===== src/rtl/core/bcds_pkg.sv =====
// Types and constants of the battery charge and drive supervisor.
`timescale 1ns / 1ps

package bcds_pkg;

    // Operation codes of an input transfer.
    localparam logic [1:0] OP_CHARGE  = 2'd0;
    localparam logic [1:0] OP_FORWARD = 2'd1;
    localparam logic [1:0] OP_LEFT    = 2'd2;
    localparam logic [1:0] OP_RIGHT   = 2'd3;

    // Status codes of a result transfer.
    localparam logic [1:0] STATUS_OK    = 2'd0;
    localparam logic [1:0] STATUS_OPEN  = 2'd1;
    localparam logic [1:0] STATUS_CRIT  = 2'd2;
    localparam logic [1:0] STATUS_LIMIT = 2'd3;

    // Thermal fault levels.
    localparam logic [1:0] LVL_NONE = 2'd0;
    localparam logic [1:0] LVL_LOW  = 2'd1;
    localparam logic [1:0] LVL_HIGH = 2'd2;
    localparam logic [1:0] LVL_CRIT = 2'd3;

    // Configuration register indexes.
    localparam logic [1:0] CFG_STEP_SECONDS    = 2'd0;
    localparam logic [1:0] CFG_CAPACITY_AH     = 2'd1;
    localparam logic [1:0] CFG_STEERING_EFFORT = 2'd2;

    // Pump duties.
    localparam logic [6:0] PUMP_OFF  = 7'd0;
    localparam logic [6:0] PUMP_HALF = 7'd50;
    localparam logic [6:0] PUMP_FULL = 7'd100;

    // Temperature thresholds in degrees Celsius.
    localparam logic signed [7:0] TEMP_CRIT  = 8'sd55;
    localparam logic signed [7:0] TEMP_HIGH  = 8'sd45;
    localparam logic signed [7:0] TEMP_LOW   = 8'sd35;
    localparam logic signed [7:0] TEMP_CLEAR = 8'sd28;

    // SOC limits in 1/65536 percent.
    localparam logic [22:0] SOC_FULL = 23'd6553600;
    localparam logic [22:0] SOC_LOW  = 23'd6553;

    // Current limit in amperes.
    localparam logic signed [10:0] CUR_MAX = 11'sd1023;
    localparam logic signed [10:0] CUR_MIN = -11'sd1023;

    // Power in kW to watts.
    localparam logic [9:0] POWER_SCALE = 10'd1000;

    // Coulomb scaling: dt*819200/(441*cap), with 819200 = 25 << 15.
    localparam logic [8:0] DEN_FACTOR = 9'd441;
    localparam logic [4:0] CHG_MULT   = 5'd25;
    localparam int         SOC_SHIFT  = 15;

    // Shared serial divider geometry.
    localparam int         DIV_QW    = 23;
    localparam int         DIV_RW    = 19;
    localparam int         CNT_W     = 5;
    localparam logic [4:0] PWR_ITERS = 5'd20;
    localparam logic [4:0] SOC_ITERS = 5'd23;

    // Controller states.
    typedef enum logic [3:0] {
        ST_IDLE,
        ST_PREP,
        ST_DIVP,
        ST_CUR,
        ST_MUL,
        ST_NUM,
        ST_DLOAD,
        ST_DIVS,
        ST_DONE
    } state_t;

    // Commands from the controller to the datapath.
    typedef struct packed {
        logic capture;
        logic prep;
        logic div_pwr;
        logic cur;
        logic mul;
        logic num;
        logic div_soc;
        logic commit;
    } cmd_t;

    // Status from the datapath to the controller.
    typedef struct packed {
        logic drive_div;
        logic div_busy;
    } sts_t;

endpackage


===== src/rtl/core/bcds_div.sv =====
// Restoring serial divider, one quotient bit per clock, shared by both divisions.
`timescale 1ns / 1ps

module bcds_div
    import bcds_pkg::*;
(
    input  logic              aclk,
    input  logic              aresetn,
    input  logic              start,
    input  logic [CNT_W-1:0]  iters,
    input  logic [DIV_RW-1:0] rem_init,
    input  logic [DIV_QW-1:0] shf_init,
    input  logic [DIV_RW-1:0] divisor,
    output logic              busy,
    output logic [DIV_QW-1:0] quotient
);

    logic              busy_reg;
    logic [CNT_W-1:0]  cnt_reg;
    logic [DIV_RW-1:0] rem_reg;
    logic [DIV_QW-1:0] shf_reg;
    logic [DIV_RW-1:0] dsr_reg;
    logic [DIV_RW:0]   trial;
    logic [DIV_RW:0]   diff;
    logic              ge;

    // Trial subtraction of the divisor from the partial remainder.
    assign trial = {rem_reg, shf_reg[DIV_QW-1]};
    assign diff  = trial - {1'b0, dsr_reg};
    assign ge    = (trial >= {1'b0, dsr_reg});

    // Iteration count and busy flag.
    always_ff @(posedge aclk) begin
        if (!aresetn) begin
            busy_reg <= 1'b0;
            cnt_reg  <= '0;
        end else if (start) begin
            busy_reg <= 1'b1;
            cnt_reg  <= iters;
        end else if (busy_reg) begin
            cnt_reg <= cnt_reg - CNT_W'(1);
            if (cnt_reg == CNT_W'(1)) begin
                busy_reg <= 1'b0;
            end
        end
    end

    // Remainder and numerator/quotient shift register.
    always_ff @(posedge aclk) begin
        if (start) begin
            rem_reg <= rem_init;
            shf_reg <= shf_init;
            dsr_reg <= divisor;
        end else if (busy_reg) begin
            rem_reg <= ge ? diff[DIV_RW-1:0] : trial[DIV_RW-1:0];
            shf_reg <= {shf_reg[DIV_QW-2:0], ge};
        end
    end

    assign busy     = busy_reg;
    assign quotient = shf_reg;

endmodule


===== src/rtl/core/bcds_ctrl.sv =====
// Controller state machine that sequences one supervision step.
`timescale 1ns / 1ps

module bcds_ctrl
    import bcds_pkg::*;
(
    input  logic aclk,
    input  logic aresetn,
    input  logic s_valid,
    output logic s_ready,
    output logic m_valid,
    input  logic m_ready,
    output cmd_t cmd,
    input  sts_t sts
);

    state_t state_reg;
    state_t state_next;
    logic   mvalid_reg;
    logic   mvalid_next;
    logic   out_free;

    // The output register can take a result when empty or being emptied.
    assign out_free = !mvalid_reg || m_ready;

    // Next-state logic.
    always_comb begin
        state_next = state_reg;
        unique case (state_reg)
            ST_IDLE: begin
                if (s_valid) begin
                    state_next = ST_PREP;
                end
            end
            ST_PREP: begin
                state_next = sts.drive_div ? ST_DIVP : ST_CUR;
            end
            ST_DIVP: begin
                if (!sts.div_busy) begin
                    state_next = ST_CUR;
                end
            end
            ST_CUR:   state_next = ST_MUL;
            ST_MUL:   state_next = ST_NUM;
            ST_NUM:   state_next = ST_DLOAD;
            ST_DLOAD: state_next = ST_DIVS;
            ST_DIVS: begin
                if (!sts.div_busy) begin
                    state_next = ST_DONE;
                end
            end
            ST_DONE: begin
                if (out_free) begin
                    state_next = ST_IDLE;
                end
            end
            default: state_next = ST_IDLE;
        endcase
    end

    // Command outputs.
    always_comb begin
        cmd     = '0;
        s_ready = 1'b0;
        unique case (state_reg)
            ST_IDLE: begin
                s_ready     = 1'b1;
                cmd.capture = s_valid;
            end
            ST_PREP: begin
                cmd.prep    = 1'b1;
                cmd.div_pwr = sts.drive_div;
            end
            ST_DIVP:  cmd = '0;
            ST_CUR:   cmd.cur = 1'b1;
            ST_MUL:   cmd.mul = 1'b1;
            ST_NUM:   cmd.num = 1'b1;
            ST_DLOAD: cmd.div_soc = 1'b1;
            ST_DIVS:  cmd = '0;
            ST_DONE:  cmd.commit = out_free;
            default:  cmd = '0;
        endcase
    end

    // Result valid flag.
    always_comb begin
        if (cmd.commit) begin
            mvalid_next = 1'b1;
        end else if (m_ready) begin
            mvalid_next = 1'b0;
        end else begin
            mvalid_next = mvalid_reg;
        end
    end

    always_ff @(posedge aclk) begin
        if (!aresetn) begin
            state_reg  <= ST_IDLE;
            mvalid_reg <= 1'b0;
        end else begin
            state_reg  <= state_next;
            mvalid_reg <= mvalid_next;
        end
    end

    assign m_valid = mvalid_reg;

endmodule


===== src/rtl/core/bcds_dpath.sv =====
// Datapath: configuration, current and SOC arithmetic, thermal state and result register.
`timescale 1ns / 1ps

module bcds_dpath
    import bcds_pkg::*;
(
    input  logic               aclk,
    input  logic               aresetn,
    input  cmd_t               cmd,
    output sts_t               sts,
    input  logic               cfg_wr_en,
    input  logic [1:0]         cfg_index,
    input  logic [11:0]        cfg_wdata,
    input  logic [1:0]         s_operation,
    input  logic [9:0]         s_target,
    input  logic [9:0]         s_pack_voltage,
    input  logic signed [10:0] s_pack_current,
    input  logic               s_contactor_open,
    input  logic signed [7:0]  s_cell_temperature,
    input  logic [22:0]        s_stored_soc,
    output logic [1:0]         m_status,
    output logic [22:0]        m_soc_estimate,
    output logic signed [10:0] m_command_current,
    output logic               m_cool_request,
    output logic [6:0]         m_pump_duty,
    output logic [1:0]         m_thermal_level
);

    // Configuration registers.
    logic [11:0] step_reg;
    logic [9:0]  cap_reg;
    logic [9:0]  steer_reg;

    // Captured input transfer.
    logic [1:0]         op_reg;
    logic [9:0]         tgt_reg;
    logic [9:0]         volt_reg;
    logic signed [10:0] pc_reg;
    logic               open_reg;
    logic signed [7:0]  temp_reg;
    logic [22:0]        stored_reg;

    // Intermediate values.
    logic signed [10:0] meas_reg;
    logic               pneg_reg;
    logic [18:0]        den_reg;
    logic signed [10:0] cur_reg;
    logic [21:0]        prod_reg;
    logic [41:0]        num_reg;
    logic               sat_reg;

    // Supervisor state kept between steps.
    logic [22:0] soc_reg;
    logic        seeded_reg;
    logic [1:0]  fault_reg;
    logic [6:0]  pump_reg;

    // Result register.
    logic [1:0]         status_out_reg;
    logic [22:0]        soc_out_reg;
    logic signed [10:0] cur_out_reg;
    logic               cool_out_reg;

    // Combinational signals.
    logic               turn;
    logic signed [10:0] pc_clamp;
    logic signed [10:0] power;
    logic signed [10:0] power_neg;
    logic [9:0]         pabs;
    logic [19:0]        pnum;
    logic [9:0]         cap_eff;
    logic [18:0]        den_val;
    logic               div_start;
    logic [CNT_W-1:0]   div_iters;
    logic [DIV_RW-1:0]  div_rem;
    logic [DIV_QW-1:0]  div_shf;
    logic [DIV_RW-1:0]  div_dsr;
    logic               div_busy;
    logic [DIV_QW-1:0]  quotient;
    logic signed [20:0] req;
    logic signed [20:0] meas_x;
    logic signed [20:0] mn;
    logic signed [21:0] neg;
    logic signed [10:0] drive_cur;
    logic signed [10:0] cur_val;
    logic signed [10:0] cur_neg;
    logic [9:0]         cabs;
    logic [26:0]        scaled;
    logic [22:0]        base;
    logic [23:0]        sum;
    logic [22:0]        diff;
    logic [22:0]        soc_new;
    logic [1:0]         fault_new;
    logic [6:0]         pump_new;
    logic [1:0]         status_new;
    logic               cool_new;

    // Configuration writes; an index beyond the list is ignored.
    always_ff @(posedge aclk) begin
        if (!aresetn) begin
            step_reg  <= 12'd1;
            cap_reg   <= 10'd100;
            steer_reg <= 10'd0;
        end else if (cfg_wr_en) begin
            case (cfg_index)
                CFG_STEP_SECONDS:    step_reg  <= cfg_wdata;
                CFG_CAPACITY_AH:     cap_reg   <= cfg_wdata[9:0];
                CFG_STEERING_EFFORT: steer_reg <= cfg_wdata[9:0];
                default:             step_reg  <= step_reg;
            endcase
        end
    end

    // Input capture on an accepted transfer.
    always_ff @(posedge aclk) begin
        if (cmd.capture) begin
            op_reg     <= s_operation;
            tgt_reg    <= s_target;
            volt_reg   <= s_pack_voltage;
            pc_reg     <= s_pack_current;
            open_reg   <= s_contactor_open;
            temp_reg   <= s_cell_temperature;
            stored_reg <= s_stored_soc;
        end
    end

    // Measured current limited to the symmetric range, and requested power.
    assign turn      = (op_reg == OP_LEFT) || (op_reg == OP_RIGHT);
    assign pc_clamp  = (pc_reg < CUR_MIN) ? CUR_MIN : pc_reg;
    assign power     = $signed({1'b0, tgt_reg}) -
                       (turn ? $signed({1'b0, steer_reg}) : 11'sd0);
    assign power_neg = -power;
    assign pabs      = power[10] ? power_neg[9:0] : power[9:0];
    assign pnum      = 20'(pabs) * 20'(POWER_SCALE);
    assign cap_eff   = (cap_reg == 10'd0) ? 10'd1 : cap_reg;
    assign den_val   = 19'(cap_eff) * 19'(DEN_FACTOR);

    assign sts.drive_div = (op_reg != OP_CHARGE) && (volt_reg != 10'd0);
    assign sts.div_busy  = div_busy;

    always_ff @(posedge aclk) begin
        if (cmd.prep) begin
            meas_reg <= pc_clamp;
            pneg_reg <= power[10];
            den_reg  <= den_val;
        end
    end

    // Divider operands: power over voltage, or coulomb numerator over scaled capacity.
    assign div_start = cmd.div_pwr || cmd.div_soc;
    assign div_iters = cmd.div_soc ? SOC_ITERS : PWR_ITERS;
    assign div_rem   = cmd.div_soc ? num_reg[41:DIV_QW] : '0;
    assign div_shf   = cmd.div_soc ? num_reg[DIV_QW-1:0] : {pnum, 3'b000};
    assign div_dsr   = cmd.div_soc ? den_reg : 19'(volt_reg);

    bcds_div u_div (
        .aclk     (aclk),
        .aresetn  (aresetn),
        .start    (div_start),
        .iters    (div_iters),
        .rem_init (div_rem),
        .shf_init (div_shf),
        .divisor  (div_dsr),
        .busy     (div_busy),
        .quotient (quotient)
    );

    // Drive current: negated minimum of measurement and request, saturated.
    always_comb begin
        if (volt_reg == 10'd0) begin
            req = '0;
        end else if (pneg_reg) begin
            req = -$signed({1'b0, quotient[19:0]});
        end else begin
            req = $signed({1'b0, quotient[19:0]});
        end
        meas_x = {{10{meas_reg[10]}}, meas_reg};
        mn     = (meas_x < req) ? meas_x : req;
        neg    = -$signed({mn[20], mn});
        if (neg > 22'sd1023) begin
            drive_cur = CUR_MAX;
        end else if (neg < -22'sd1023) begin
            drive_cur = CUR_MIN;
        end else begin
            drive_cur = neg[10:0];
        end
    end

    assign cur_val = (op_reg == OP_CHARGE) ? meas_reg : drive_cur;
    assign cur_neg = -cur_reg;
    assign cabs    = cur_reg[10] ? cur_neg[9:0] : cur_reg[9:0];
    assign scaled  = 27'(prod_reg) * 27'(CHG_MULT);

    // Current, product and coulomb numerator with half the divisor added for rounding.
    always_ff @(posedge aclk) begin
        if (cmd.cur) begin
            cur_reg <= cur_val;
        end
        if (cmd.mul) begin
            prod_reg <= 22'(cabs) * 22'(step_reg);
        end
        if (cmd.num) begin
            num_reg <= {scaled, {SOC_SHIFT{1'b0}}} + 42'(den_reg >> 1);
        end
        if (cmd.div_soc) begin
            sat_reg <= (num_reg >= {den_reg, {DIV_QW{1'b0}}});
        end
    end

    // New SOC, clamped to the full range; a saturated quotient pins it to a bound.
    always_comb begin
        base = seeded_reg ? soc_reg : stored_reg;
        sum  = {1'b0, base} + {1'b0, quotient};
        diff = base - quotient;
        if (cur_reg[10]) begin
            if (sat_reg || (base < quotient)) begin
                soc_new = '0;
            end else if (diff > SOC_FULL) begin
                soc_new = SOC_FULL;
            end else begin
                soc_new = diff;
            end
        end else begin
            if (sat_reg || (sum > {1'b0, SOC_FULL})) begin
                soc_new = SOC_FULL;
            end else begin
                soc_new = sum[22:0];
            end
        end
    end

    // Thermal hysteresis, skipped while the contactor is open.
    always_comb begin
        fault_new = fault_reg;
        pump_new  = pump_reg;
        if (!open_reg) begin
            if (temp_reg > TEMP_CRIT) begin
                fault_new = LVL_CRIT;
            end else if (temp_reg > TEMP_HIGH) begin
                pump_new  = PUMP_FULL;
                fault_new = LVL_HIGH;
            end else if (temp_reg > TEMP_LOW) begin
                pump_new  = PUMP_HALF;
                fault_new = LVL_LOW;
            end
            if ((temp_reg < TEMP_CLEAR) && (pump_new != PUMP_OFF)) begin
                pump_new  = PUMP_OFF;
                fault_new = LVL_NONE;
            end
        end
    end

    // Status priority: contactor, critical heat, then charge or drive limit.
    always_comb begin
        cool_new = !open_reg && (fault_new != LVL_NONE);
        if (open_reg) begin
            status_new = STATUS_OPEN;
        end else if (fault_new == LVL_CRIT) begin
            status_new = STATUS_CRIT;
        end else if ((op_reg == OP_CHARGE) && ({3'b000, soc_new} >= {tgt_reg, 16'h0000})) begin
            status_new = STATUS_LIMIT;
        end else if ((op_reg != OP_CHARGE) && (soc_new <= SOC_LOW)) begin
            status_new = STATUS_LIMIT;
        end else begin
            status_new = STATUS_OK;
        end
    end

    // Step state, updated once per step when the result is committed.
    always_ff @(posedge aclk) begin
        if (!aresetn) begin
            soc_reg    <= '0;
            seeded_reg <= 1'b0;
            fault_reg  <= LVL_NONE;
            pump_reg   <= PUMP_OFF;
        end else if (cmd.commit) begin
            soc_reg    <= soc_new;
            seeded_reg <= 1'b1;
            fault_reg  <= fault_new;
            pump_reg   <= pump_new;
        end
    end

    // Result register.
    always_ff @(posedge aclk) begin
        if (cmd.commit) begin
            status_out_reg <= status_new;
            soc_out_reg    <= soc_new;
            cur_out_reg    <= (status_new == STATUS_OK) ? cur_reg : 11'sd0;
            cool_out_reg   <= cool_new;
        end
    end

    assign m_status          = status_out_reg;
    assign m_soc_estimate    = soc_out_reg;
    assign m_command_current = cur_out_reg;
    assign m_cool_request    = cool_out_reg;
    assign m_pump_duty       = pump_reg;
    assign m_thermal_level   = fault_reg;

endmodule


===== src/rtl/core/battery_charge_drive_supervisor.sv =====
// Top level of the battery charge and drive supervisor.
`timescale 1ns / 1ps

// Each input transfer is one supervision step and yields exactly one result
// transfer. The length of a step is set mainly by the single serial divider,
// which delivers one quotient bit per clock: 20 bits for power over voltage in
// a drive operation with a non-zero pack voltage, then 23 bits for the
// coulomb-counting SOC step. A step also waits while m_ready is held low.
// One step is worked on at a time; the next input is taken once the previous
// result sits in the output register. Configuration registers are written
// through cfg_wr_en, cfg_index and cfg_wdata and must only change while idle.
// The SOC is seeded from s_stored_soc on the first step after reset.

module battery_charge_drive_supervisor
    import bcds_pkg::*;
(
    input  logic               aclk,
    input  logic               aresetn,
    input  logic               cfg_wr_en,
    input  logic [1:0]         cfg_index,
    input  logic [11:0]        cfg_wdata,
    input  logic               s_valid,
    output logic               s_ready,
    input  logic [1:0]         s_operation,
    input  logic [9:0]         s_target,
    input  logic [9:0]         s_pack_voltage,
    input  logic signed [10:0] s_pack_current,
    input  logic               s_contactor_open,
    input  logic signed [7:0]  s_cell_temperature,
    input  logic [22:0]        s_stored_soc,
    output logic               m_valid,
    input  logic               m_ready,
    output logic [1:0]         m_status,
    output logic [22:0]        m_soc_estimate,
    output logic signed [10:0] m_command_current,
    output logic               m_cool_request,
    output logic [6:0]         m_pump_duty,
    output logic [1:0]         m_thermal_level
);

    cmd_t cmd;
    sts_t sts;

    bcds_ctrl u_ctrl (
        .aclk    (aclk),
        .aresetn (aresetn),
        .s_valid (s_valid),
        .s_ready (s_ready),
        .m_valid (m_valid),
        .m_ready (m_ready),
        .cmd     (cmd),
        .sts     (sts)
    );

    bcds_dpath u_dpath (
        .aclk               (aclk),
        .aresetn            (aresetn),
        .cmd                (cmd),
        .sts                (sts),
        .cfg_wr_en          (cfg_wr_en),
        .cfg_index          (cfg_index),
        .cfg_wdata          (cfg_wdata),
        .s_operation        (s_operation),
        .s_target           (s_target),
        .s_pack_voltage     (s_pack_voltage),
        .s_pack_current     (s_pack_current),
        .s_contactor_open   (s_contactor_open),
        .s_cell_temperature (s_cell_temperature),
        .s_stored_soc       (s_stored_soc),
        .m_status           (m_status),
        .m_soc_estimate     (m_soc_estimate),
        .m_command_current  (m_command_current),
        .m_cool_request     (m_cool_request),
        .m_pump_duty        (m_pump_duty),
        .m_thermal_level    (m_thermal_level)
    );

endmodule


===== config.mk =====
export PLATFORM = sky130hd
export DESIGN_NAME = battery_charge_drive_supervisor
export DESIGN_NICKNAME = d
export VERILOG_FILES = /design/src/rtl/core/bcds_pkg.sv /design/src/rtl/core/bcds_div.sv /design/src/rtl/core/bcds_ctrl.sv /design/src/rtl/core/bcds_dpath.sv /design/src/rtl/core/battery_charge_drive_supervisor.sv
export SDC_FILE = /design/constraint.sdc
export NUM_CORES = 1
export LEC_CHECK = 0
export BUFFER_PORTS_ARGS = -buffer_cell sky130_fd_sc_hd__buf_2
export CORE_ASPECT_RATIO = 1.2
export CORE_MARGIN = 4
export CORE_UTILIZATION = 35
export DETAILED_ROUTE_END_ITERATION = 10
export GPL_ROUTABILITY_DRIVEN = 0
export PLACE_DENSITY = 0.5
export SYNTH_ARGS = -nofsm -noshare
export SYNTH_HDL_FRONTEND = slang
export SYNTH_SLANG_ARGS = --single-unit

===== constraint.sdc =====
create_clock -name aclk -period 8.23 [get_ports aclk]
set_input_delay 0.4115 -clock aclk [delete_from_list [all_inputs] [get_ports aclk]]
set_output_delay 0.4115 -clock aclk [all_outputs]
set_load 0.02 [all_outputs]

---- After elaboration in Yosys (flattened, before gate mapping) ----
Cells that the tools add are included.
W data, S select, Z words.
cells by class
  add/subtract/negate cells ............... 10
  multiply operators ...................... 4
  order comparisons ....................... 15
  equality and inequality tests ........... 18
  muxes and demuxes ....................... 59
  bitwise operators ....................... 1
  reductions and logical operators ........ 29
operators by type and width
  cell                     number
  $mux W23                 8
  $mux W19                 4
  $mux W21                 3
  $mux W10                 5
  $add A42 B18 Y42         1
  $ge A42 B42 Y1           1
  $pmux W4 S9              1
  $mux W7                  5
  $mux W11                 3
  $mul A22 B5 Y27 const B  1
  $ge A23 B26 Y1           1
  $add A23 B23 Y24         1
  $gt A24 B23 Y1 const B   1
  $gt A8 B7 Y1 const B     3
  $gt A23 B23 Y1 const B   1
  $le A23 B13 Y1 const B   1
  $lt A23 B23 Y1           1
  $sub A23 B23 Y23         1
  $gt A22 B11 Y1 const B   1
  $lt A22 B11 Y1 const B   1
  $mul A10 B12 Y22         1
  $mux W2                  11
  $neg A21 Y22             1
  $lt A11 B21 Y1           1
  34 further kinds         78
storage, ports and cells
  register bits after elaboration ......... 346

---- Depth between registers and ports, before layout ----
Gate-level depths: netlist (run 1).
  depth after elaboration ................. 13
  depth in mapped cells ................... 37
  depth with buffers taken out ............ 35

---- Modules after synthesis ----
From an unflattened synthesis (run 1), not the netlist that was laid out.
second synthesis, totals
  cells, all modules ...................... 3314
  area total of the unflattened synthesis .. 31601.6 um2
modules (own cells, without submodules)
  module      times used  cells an instance  area each (um2)
  bcds_dpath  1           2900               27154.8
  bcds_div    1           370                4088.9
  bcds_ctrl   1           44                 357.8

---- Least setup slack after synthesis (run 1) ----
OpenSTA, ideal clock, no wires.
  path type ............................... reg2reg
  from .................................... register u_dpath.op_reg[1]
  to ...................................... register u_dpath.u_div.shf_reg[22], in the netlist u_dpath.u_div.quotient[22] (data pin)
  data arrival time ....................... 7.157 ns
  setup slack ............................. 0.812 ns
  stages on the path, launching flop included .. 36
  buffers on the path ..................... 2
  period minus slack after synthesis ...... 7.418 ns
  path through ............................ edfxtp_1 -> clkbuf_1 -> and2_1 -> ha_1 -> inv_1 -> fa_1 -> a21o_1 -> a21oi_1 -> o21bai_1 -> a21oi_1 -> o21bai_1 -> a21oi_1 -> o21bai_1 -> a21oi_1 -> clkbuf_1 -> nor2b_1 -> xnor2_1 -> inv_1 -> fa_1 -> fa_1 -> fa_1 -> fa_1 -> inv_1 -> ha_1 -> inv_1 -> o21bai_1 -> a21oi_1 -> o21bai_1 -> a21oi_1 -> o21bai_1 -> a21oi_1 -> nor2b_1 -> o21a_1 -> o22a_1 -> mux2i_1 -> nand3b_1
on the way
  elaborated cells between the ends (all ways) .. 14
RTL lines
  element                 line               RTL
  from (decl)             bcds_dpath.sv:35   logic [1:0] op_reg;
  from (signal assigned)  bcds_dpath.sv:117  op_reg <= s_operation;
  $eq A2 B2 Y1            bcds_dpath.sv:128  assign turn = (op_reg == OP_LEFT) || (op_reg == OP_RIGHT);
  $logic_or A1 B1 Y1 (*)  bcds_dpath.sv:128
  $mux W10 (*)            bcds_dpath.sv:131  (turn ? $signed({1'b0, steer_reg}) : 11'sd0);
  $sub A10 B10 Y11 (*)    bcds_dpath.sv:130  assign power = $signed({1'b0, tgt_reg}) -
  via u_dpath.power[10]   bcds_dpath.sv:67   logic signed [10:0] power;
  $mux W10 (*)            bcds_dpath.sv:133  assign pabs = power[10] ? power_neg[9:0] : power[9:0];
  $mul A10 B7 Y17 (*)     bcds_dpath.sv:134  assign pnum = 20'(pabs) * 20'(POWER_SCALE);
  $mux W23 (*)            bcds_dpath.sv:153  assign div_shf = cmd.div_soc ? num_reg[DIV_QW-1:0] : {pnum, 3'b000};
  $mux W23 (*)            bcds_div.sv:50     if (start) begin
  to (signal assigned)    bcds_div.sv:52     shf_reg <= shf_init;
  to (signal assigned)    bcds_div.sv:56     shf_reg <= {shf_reg[DIV_QW-2:0], ge};
  to (decl)               bcds_div.sv:21     logic [DIV_QW-1:0] shf_reg;
Mark *: on every way through the listed nets, which the timed path passes. The rest lies on a longest branch.
A chain may end at the register's enable or synchronous reset.

---- Final worst setup path (run 1) ----
  from .................................... register u_dpath.op_reg[1]
  to ...................................... register u_dpath.u_div.shf_reg[21], in the netlist u_dpath.u_div.quotient[21] (data pin)
on the way
  word-level cells in the longest chain between the ends .. 9
  elaborated cells between the ends (all ways) .. 14
ends and longest elaborated chain
  element             line               RTL
  $eq A2 B2 Y1        bcds_dpath.sv:128
  $logic_or A1 B1 Y1  bcds_dpath.sv:128
  $mux W10            bcds_dpath.sv:131
  $sub A10 B10 Y11    bcds_dpath.sv:130
  $neg A10 Y10        bcds_dpath.sv:132  assign power_neg = -power;
  $mux W10            bcds_dpath.sv:133
  $mul A10 B7 Y17     bcds_dpath.sv:134
  $mux W23            bcds_dpath.sv:153
  $mux W23 (*)        bcds_div.sv:50
Mark *: on every way between the ends. The rest lies on a longest branch, timed or not.

==> results.md, run 1 <==
- Max-slew headroom: 18.0%
- Fin cells: 4,673
- Worst-case clock buffer depth: 3
- Syn nets: 3,918
- Post-DP HPWL: 71,800 um
- Seq/Total Area, Yosys: 30.9%
- Critical Path AT: 7.88 ns
- Drt drc: 0
- Iter 0 DRT Violations: 1,403
- Number of H-tree levels: 2
- Power density over the cells: 340 nW/um^2
- Worst Clk Skew: 0.0363 ns
- Static Leak: 0.0153 uW
- Post-synthesis adder-cell area fraction: 24.5%
- Max FFs per register: 42
- CP Max Fanout: 6
- Layout cells sized above 1: 10.1%
- Final Hold Viols: 0
- Core area: 88,000 um^2
- Top cells by area, synth: edfxtp_1 26%, ha_1 14%, fa_1 10%
- Compound-cell area share of the yosys netlist: 15.3%
- DR vias/cell: 5.21
- Yosys cell types: 96
- Filler cell count: 8,773
- Async SR Flop Fraction: 0%
- Via count: 24,329
- CTS tree: yes
- Yosys reg bits: 345
- Yosys top cell by area: edfxtp_1
- CP required: 8.55 ns
- Synthesis-to-finish area growth: 13.3%
- Actual slew at the worst max-slew pin: 1.22 ns
- Setup-failing EPs final: 0
- Mux contribution to synthesized area: 1.70%
- Setup CP Type: flip-flop to flip-flop
- Status: completed
- CP Launch Point: u_dpath.op_reg[1]$_DFFE_PP_
- Die Span Y: 334 um
- Die Width: 280 um
- Final #Nets: 4,090
- Clk pin slew, worst setup/hold paths: 0.06 ns
- Tcrit/Tclk final: 91.9%
- Critical path capture point type: flip-flop
- Setup TNS: 0 ns
- Post-route ant nets: 0
- Crit start category: flip-flop
- Clock tree sinks: 345
- Reg-to-reg startpoint: u_dpath.op_reg[1]$_DFFE_PP_
- Max cap viols: 0
- Antenna violations before repair: 1
- RSZ-0062 raised after global routing: no
- Synthesized area: 31,100 um^2
- DRT Pass-1 Iters: 6
- Simple-Gate Fraction of Synth Area: 15.6%
- Port bufs: 130
- TritonCTS Buffers: 42
- YS warnings: 0
- VDD IR max: 513 uV
- Hold-critical path depth: 1
- First-pass GRT wire length: 139,000 um
- Min-Delay Endpoint: u_dpath.volt_reg[5]$_DFFE_PP_
- Slowest library cell on the worst path: fa_1
- Total Wirelength: 89,400 um
- Die area: 93,700 um^2
- Total Routing Usage GR: 18.8%
- Worst hold-check path type: primary input to flip-flop
- Synth Area in XOR/XNOR: 5.38%
- Pin count of the biggest net entering global routing: 58
- Fin crit period: 7.56 ns
- Setup bufs post-CTS: 0
- Mean Syn Cell Area: 9.36 um^2
- Util after Layout: 40.0%
- Clock root buffer: clkbuf_16
- Gr ovfl total: 0
- Vias in the first global route: 24,024
- Placed cell count: 4,544
- Post-Syn Instances: 3,320
- Ant diodes: 0
- Main combinational cell family by area after synthesis: adder cells
- WL per Instance: 19.1 um
- EDFF count, synth: 269
- Later-pin clock latency in the skew report: 0.59 ns
- I/O pins: 132
- Reg2reg end: u_dpath.u_div.quotient[21]$_DFFE_PP_
- Top cell type's share of synthesized area: 26.0%
- Fin. max-slew vios: 0
- FF-to-FF setup slack: 0.67 ns
- Cell Rows: 119
- R2R depth: 34
- Starting Density: 35.3%
- Crit path largest cell delay: 0.54 ns
- Max Fclk: 132 MHz
- Post-synth top flop: edfxtp_1
- Beginning of the worst hold path: s_pack_voltage[5]
through the flow:
| stage | hold WS, ns | area, um^2 | power (uW) | setup WS, ns |
|---|---|---|---|---|
| finish | 0.0362 | 35200 | 12000 | 0.666 |
| detailed placement | 0.437 | 33300 | 10000 | 0.552 |
| floorplan | 0.426 | 31100 | 8060 | 0.812 |
| global route | 0.00829 | 35200 | 13200 | 0.160 |
| global placement | 0.433 | 33300 | 10100 | 0.567 |
| CTS | 0.000248 | 35200 | 12100 | 0.524 |
metal layers:
layer  global-route usage, %  vias to the layer above  wire, um
met3                    2.01                      105      3620
met4                    4.83                        2      2190
li1                        -                    11942         -
met5                       0                        -        13
met1                    24.8                    11779     39700
met2                    33.0                      501     43900
kinds of logic (layout without fill, tap and decap cells):
group | Yosys count | after routing
AOI/OAI and AO/OA | 704 | 704
adders and majority gates | 514 | 514
and+or+nand+nor | 970 | 970
xor gates and xnor gates | 191 | 191
DFF | 345 | 345
muxes | 50 | 50
buffers and inverters | 546 | 750
timing repair:
item,in CTS,in global routing
hold endpoints to repair,53,0
endpoints found under the setup margin,0,2
hold buffers,53,0
resized for setup,0,1
final cells by class:
cell class	instances	area, um^2	share of cell area (%)
multi-input cells	2429	19500	55.2
flip-flops and latches	345	9600	27.3
repair buffers	250	1710	4.85
inverters	424	1590	4.52
well taps	1149	1440	4.08
clock buffers	60	1200	3.42
clock inverters	16	216	0.615
report_power, final:
part	internal, uW	switching [uW]
clock	1150	769
sequential	2260	239
combinational	3090	4470
total	6510	5480
worst max path at each step:
stage                                                 to
floorplan           u_dpath.u_div.quotient[22]$_DFFE_PP_
global placement    u_dpath.u_div.quotient[21]$_DFFE_PP_
detailed placement  u_dpath.u_div.quotient[21]$_DFFE_PP_
CTS                 u_dpath.u_div.quotient[21]$_DFFE_PP_
global route        u_dpath.u_div.quotient[21]$_DFFE_PP_
finish              u_dpath.u_div.quotient[21]$_DFFE_PP_
synthesized netlist by cell type, types with 28 or more instances:
cell / number
inv_1: 421
ha_1: 357
nand2_1: 295
edfxtp_1: 269
nor2_1: 217
a21oi_1: 198
fa_1: 157
o21ai_0: 131
xnor2_1: 121
clkbuf_1: 110
dfxtp_1: 76
xor2_1: 70
nor3_1: 63
nand3_1: 60
nor2b_1: 60
and2_1: 54
a21o_1: 47
nand2b_1: 35
o21bai_1: 31
nor4_1: 29
mux2i_1: 28
cells in the final DEF, fill, tap and decap left out, types with 121 or more instances in the layout:
master    synthesis  layout
edfxtp_1        269     269
inv_1           421     421
xnor2_1         121     121
a21oi_1         198     197
nor2_1          217     216
nand2_1         295     295
o21ai_0         131     131
buf_2             8     130
fa_1            157     157
ha_1            357     357
worst max-delay path, delay by kind of cell (launching register included):
kind	cells	cell delay (ns)
and+or+nand+nor	4	0.55
xor gates and xnor gates	2	0.48
buffers and inverters	4	0.38
DFF	1	0.34
AOI/OAI and AO/OA	17	2.75
adders and majority gates	7	2.79
No activity file was read; power rests on OpenSTA's default activity.
==> inputs of run 2 (changes only) <==
- ABC_AREA: default -> 1
==> results.md, run 2 <==
- Reg-to-reg startpoint: u_dpath.op_reg[1]$_DFFE_PP_
- Fin crit period: 7.36 ns
- Total Routing Usage GR: 19.3%
- Critical path capture point type: flip-flop
- Most common cell after layout, fill and taps aside: nand2_1
- Crit start category: flip-flop
- Drt drc: 0
- Final Hold Viols: 0
- CP Max Fanout: 11
- Yosys reg bits: 345
- Mean Syn Cell Area: 7.83 um^2
- Post-place instance area: 33,500 um^2
- Max cap viols: 0
- Synthesized area: 31,600 um^2
- Clock root buffer: clkbuf_16
- WL per Instance: 17.2 um
- Via count: 26,157
- Post-synthesis adder-cell area fraction: 24.1%
- First-pass GRT wire length: 143,000 um
- Clk pin slew, worst setup/hold paths: 0.06 ns
- Seq/Total Area, Yosys: 30.3%
- Setup CP Type: flip-flop to flip-flop
- Critical Path AT: 7.65 ns
- Crit path max-delay family: adder cells
- Number of H-tree levels: 2
- Worst hold-check path type: primary input to flip-flop
- Commonest non-fill, non-tap cells in the layout: 857 x nand2_1, 752 x inv_1, 405 x nor2_1, 357 x ha_1, 269 x edfxtp_1
- EDFF count, synth: 269
- Yosys top cell by area: edfxtp_1
- Worst-case clock buffer depth: 3
- Compound-cell area share of the yosys netlist: 9.39%
- Mux contribution to synthesized area: 0%
- I/O pins: 132
- Cell Rows: 120
- Async SR Flop Fraction: 0%
- Iter 0 DRT Violations: 1,525
- CP Launch Point: u_dpath.op_reg[1]$_DFFE_PP_
- Layout cells sized above 1: 7.46%
- Gr ovfl total: 0
- DR vias/cell: 4.84
- Beginning of the worst hold path: cfg_wdata[10]
- Post-DP HPWL: 76,600 um
- Fin. max-slew vios: 0
- Slowest library cell on the worst path: fa_1
- Top cell type's share of synthesized area: 25.5%
- Post-synth top flop: edfxtp_1
- Antenna violations before repair: 0
- CP required: 8.53 ns
- CP dominant cell by count: nand2_1
- Simple-Gate Fraction of Synth Area: 21.9%
- Setup bufs post-CTS: 0
- Core area: 89,500 um^2
- Clock tree sinks: 345
- Ant diodes: 0
- Combinational power share: 67.4%
- Synthesis-to-finish area growth: 12.4%
- Max-slew headroom: 32.2%
- Vias in the first global route: 25,423
- RSZ-0062 raised after global routing: no
- Reg power frac: 19.0%
- Pin count of the biggest net entering global routing: 65
- Port bufs: 130
- Hold slack: 0.108 ns
- Max Fclk: 136 MHz
- Buf/Inv on CP: 6
- Synth top cells by count: 858 x nand2_1, 753 x inv_1, 410 x nor2_1, 357 x ha_1, 269 x edfxtp_1
- Stages on worst setup path: 39
- Internal power: 6830 uW
- Die area: 95,300 um^2
- TritonCTS Buffers: 41
- Syn nets: 4,639
- Total Wirelength: 92,800 um
- DRT Pass-1 Iters: 5
- Switching power total: 6830 uW
- Later-pin clock latency in the skew report: 0.60 ns
- Actual slew at the worst max-slew pin: 1.02 ns
- Main combinational cell family by area after synthesis: adder cells
- Status: completed
- Tcrit/Tclk final: 89.4%
- Sw frac: 50.0%
- Final instance area: 35,600 um^2
- Power share of the clock group: 13.6%
- Setup TNS: 0 ns
- Die Span Y: 337 um
- Starting Density: 35.3%
- Post-route ant nets: 0
- Synth Area in XOR/XNOR: 3.79%
- VDD IR max: 569 uV
- Final #Nets: 4,812
- Setup-failing EPs final: 0
- Top cells by area, synth: edfxtp_1 26%, ha_1 14%, nand2_1 10%
- Top-count cell post-synth: nand2_1
- YS warnings: 0
- Max FFs per register: 42
- Crit path largest cell delay: 0.56 ns
- Post-Syn Instances: 4,041
- Yosys cell types: 60
- CTS tree: yes
- Power density over the cells: 384 nW/um^2
- Worst Clk Skew: 0.0354 ns
- R2R depth: 39
- Die Width: 282 um
- Hold-critical path depth: 3
- Static Leak: 0.0175 uW
-- run 2: through the flow --
| stage | worst slack, ns | std cells | power (uW) | util [%] |
|---|---|---|---|---|
| 6_report | 0.875 | 5406 | 13700 | 39.7 |
| 5_1_grt | 0.0816 | 5406 | 15300 | 39.7 |
| 4_1_cts | 0.774 | 5404 | 13800 | 39.7 |
| 3_5_place_dp | 0.818 | 5266 | 11800 | 37.5 |
| 3_3_place_gp | 0.949 | 5266 | 11800 | 37.5 |
| 2_1_floorplan | 1.55 | 4041 | 9610 | - |
-- run 2: worst register-to-register path, delay by kind of cell (launching register included) --
kind	cells	cell delay, ns
and+or+nand+nor	12	1.14
xor gates and xnor gates	2	0.45
adders and majority gates	7	2.54
AOI/OAI and AO/OA	12	1.66
DFF	1	0.54
buffers and inverters	6	0.72
-- run 2: power by group through the flow --
stage	sequential (uW)	combinational (uW)	clock, uW
detailed placement	2640	9140	0
global placement	2630	9180	0
floorplan	2550	7060	0
finish	2600	9210	1860
global route	2630	10700	1980
CTS	2600	9260	1920
-- run 2: what timing repair did --
| action | CTS | global route |
|---|---|---|
| endpoints found under the setup margin | 0 | 1 |
| hold buffers | 62 | 2 |
| resized for setup | 0 | 1 |
| endpoints found under the hold margin | 62 | 2 |
-- run 2: cell type report --
| cell class | instances | area (um^2) |
|---|---|---|
| clock buffers | 51 | 1120 |
| clock inverters | 25 | 253 |
| fillers | 9311 | 53900 |
| inverters | 775 | 2910 |
| multi-input cells | 2832 | 18700 |
| flip-flops and latches | 345 | 9600 |
| well taps | 1159 | 1450 |
| repair buffers | 219 | 1480 |
-- run 2: layer usage --
metal | track usage [%] | wire length [um] | vias to the layer above
li1 | - | - | 13300
met1 | 25.3 | 41500 | 12274
met2 | 33.7 | 45200 | 467
met3 | 1.74 | 3010 | 116
met4 | 6.17 | 3010 | 0
met5 | 0 | 0 | -
-- run 2: worst paths after layout --
kind                                           to  slack [ns]
max          u_dpath.u_div.quotient[21]$_DFFE_PP_        0.87
min reg2reg         u_dpath.num_reg[10]$_DFFE_PP_        0.45
min             u_dpath.step_reg[10]$_SDFFE_PN0P_        0.11
max reg2reg  u_dpath.u_div.quotient[21]$_DFFE_PP_        0.87
-- run 2: cells by family after synthesis --
| family | after synthesis |
|---|---|
| DFF | 345 |
| buffers and inverters | 864 |
| adders and majority gates | 514 |
| AOI/OAI and AO/OA | 529 |
| xor gates and xnor gates | 137 |
| and+or+nand+nor | 1652 |
==> inputs of run 3 (changes only) <==
- CTS_BUF_LIST: default -> sky130_fd_sc_hd__clkbuf_16
==> results.md, run 3 (synthesis results as in run 2) <==
- Status: completed
- Placed cell count: 5,266
- Hold-critical path depth: 1
- Crit path max-delay family: adder cells
- CP Launch Point: u_dpath.op_reg[1]$_DFFE_PP_
- Vias in the first global route: 25,409
- I/O pins: 132
- CP required: 8.53 ns
- Post-place instance area: 33,500 um^2
- Switching power total: 6850 uW
- Clk pin slew, worst setup/hold paths: 0.06 ns
- Max cap viols: 0
- Actual slew at the worst max-slew pin: 1.01 ns
- R2R depth: 39
- Most common cell after layout, fill and taps aside: nand2_1
- Setup TNS: 0 ns
- FF-to-FF setup slack: 0.86 ns
- Max Fclk: 136 MHz
- Drt drc: 0
- DR vias/cell: 4.83
- Power density over the cells: 384 nW/um^2
- Synthesis-to-finish area growth: 12.3%
- Buf/Inv on CP: 6
- Total Routing Usage GR: 19.3%
- Final Hold Viols: 0
- Internal power: 6790 uW
- Via count: 26,108
- CP dominant cell by count: nand2_1
- CP Max Fanout: 11
- Later-pin clock latency in the skew report: 0.60 ns
- Critical Path AT: 7.67 ns
- Util after Layout: 39.7%
- Post-route ant nets: 0
- Worst hold-check path type: primary input to flip-flop
- Fin. max-slew vios: 0
- TritonCTS Buffers: 41
- Crit path largest cell delay: 0.56 ns
- Max-slew headroom: 32.4%
- Total Wirelength: 92,700 um
- Pin count of the biggest net entering global routing: 65
- Port bufs: 130
- Critical path capture point type: flip-flop
- Fin cells: 5,405
- VDD IR max: 568 uV
- Max FFs per register: 42
- Core area: 89,500 um^2
- Cell Rows: 120
- Ant diodes: 0
- Iter 0 DRT Violations: 1,569
- Post-DP HPWL: 76,600 um
- RSZ-0062 raised after global routing: no
- DRT Pass-1 Iters: 7
- Final #Nets: 4,811
- Beginning of the worst hold path: s_operation[1]
- Final instance area: 35,500 um^2
- Die Width: 282 um
- First-pass GRT wire length: 143,000 um
- Antenna violations before repair: 0
- Power share of the clock group: 13.3%
- Setup CP Type: flip-flop to flip-flop
- Clock tree sinks: 345
- Starting Density: 35.3%
- Reg-to-reg startpoint: u_dpath.op_reg[1]$_DFFE_PP_
- Die area: 95,300 um^2
- Reg power frac: 19.1%
- Fin crit period: 7.37 ns
- Combinational power share: 67.6%
- Worst-case clock buffer depth: 3
- Die Span Y: 337 um
- Clock root buffer: clkbuf_16
- Layout cells sized above 1: 7.35%
- Tcrit/Tclk final: 89.6%
- Crit start category: flip-flop
- Setup-failing EPs final: 0
- Worst Clk Skew: 0.0360 ns
- Min-Delay Endpoint: u_dpath.op_reg[1]$_DFFE_PP_
- Number of H-tree levels: 2
- Sw frac: 50.2%
- CTS tree: yes
- Gr ovfl total: 0
- Commonest non-fill, non-tap cells in the layout: 857 x nand2_1, 758 x inv_1, 405 x nor2_1, 357 x ha_1, 269 x edfxtp_1
- Setup bufs post-CTS: 0
- Static Leak: 0.0175 uW
- Slowest library cell on the worst path: fa_1
- WL per Instance: 17.2 um
- Reg2reg end: u_dpath.u_div.quotient[21]$_DFFE_PP_
==> run 3: changes by cell type in the layout (fill, tap and decap cells not counted), sizes merged <==
cell and delta:
clkbuf -9, clkinv +3, dlygate4sd3 -1, inv +6
==> run 3: area by class of cell <==
class	count	area, um^2
fill	9325	54000
multi-input combinational	2832	18700
inverter	775	2910
tap	1159	1450
sequential	345	9600
clock buffer	42	1050
timing repair buffer	218	1470
clock inverter	34	287
==> run 3: worst max path at each step <==
| stage | end | depth (start not counted) |
|---|---|---|
| finish | u_dpath.u_div.quotient[21]$_DFFE_PP_ | 39 |
| global route | u_dpath.u_div.quotient[22]$_DFFE_PP_ | 42 |
| CTS | u_dpath.u_div.quotient[22]$_DFFE_PP_ | 41 |
| floorplan | u_dpath.u_div.quotient[21]$_DFFE_PP_ | 40 |
| detailed placement | u_dpath.u_div.quotient[22]$_DFFE_PP_ | 41 |
| global placement | u_dpath.u_div.quotient[21]$_DFFE_PP_ | 39 |
==> run 3: routing by layer <==
layer / vias to the layer above / part of all wire (%) / GRT usage, %
met5: - / 0 / 0
met4: 0 / 3.2 / 6.11
met3: 118 / 3.4 / 1.75
met2: 501 / 49 / 33.7
met1: 12195 / 45 / 25.3
li1: 13294 / - / -
==> run 3: what timing repair did <==
action	4_1_cts	5_1_grt
gates resized for setup	0	1
hold buffers	61	2
endpoints found under the hold margin	61	2
setup endpoints to repair	0	1
==> run 3: worst reg2reg max path: cells and delay by family, from the launching register on <==
kind	cells	cell delay (ns)
AO/OA/AOI/OAI	12	1.65
XOR/XNOR	2	0.47
AND/OR/NAND/NOR	12	1.14
flip-flops	1	0.55
buffers and inverters	6	0.72
adder cells (fa/ha/maj)	7	2.54
==> run 3: power by group through the flow <==
stage | Sequential [uW] | Combinational (uW) | Clock (uW)
2_1_floorplan | 2550 | 7060 | 0
3_3_place_gp | 2630 | 9180 | 0
3_5_place_dp | 2640 | 9140 | 0
4_1_cts | 2600 | 9260 | 1880
5_1_grt | 2630 | 10700 | 1950
6_report | 2600 | 9220 | 1820
==> run 3: through the flow <==
step / total power [uW] / hold slack [ns] / worst slack (ns)
floorplan: 9610 / 0.426 / 1.55
CTS: 13700 / 0.00117 / 0.777
global placement: 11800 / 0.434 / 0.949
detailed placement: 11800 / 0.436 / 0.818
finish: 13600 / 0.0350 / 0.857
global route: 15300 / 0.00857 / 0.0807
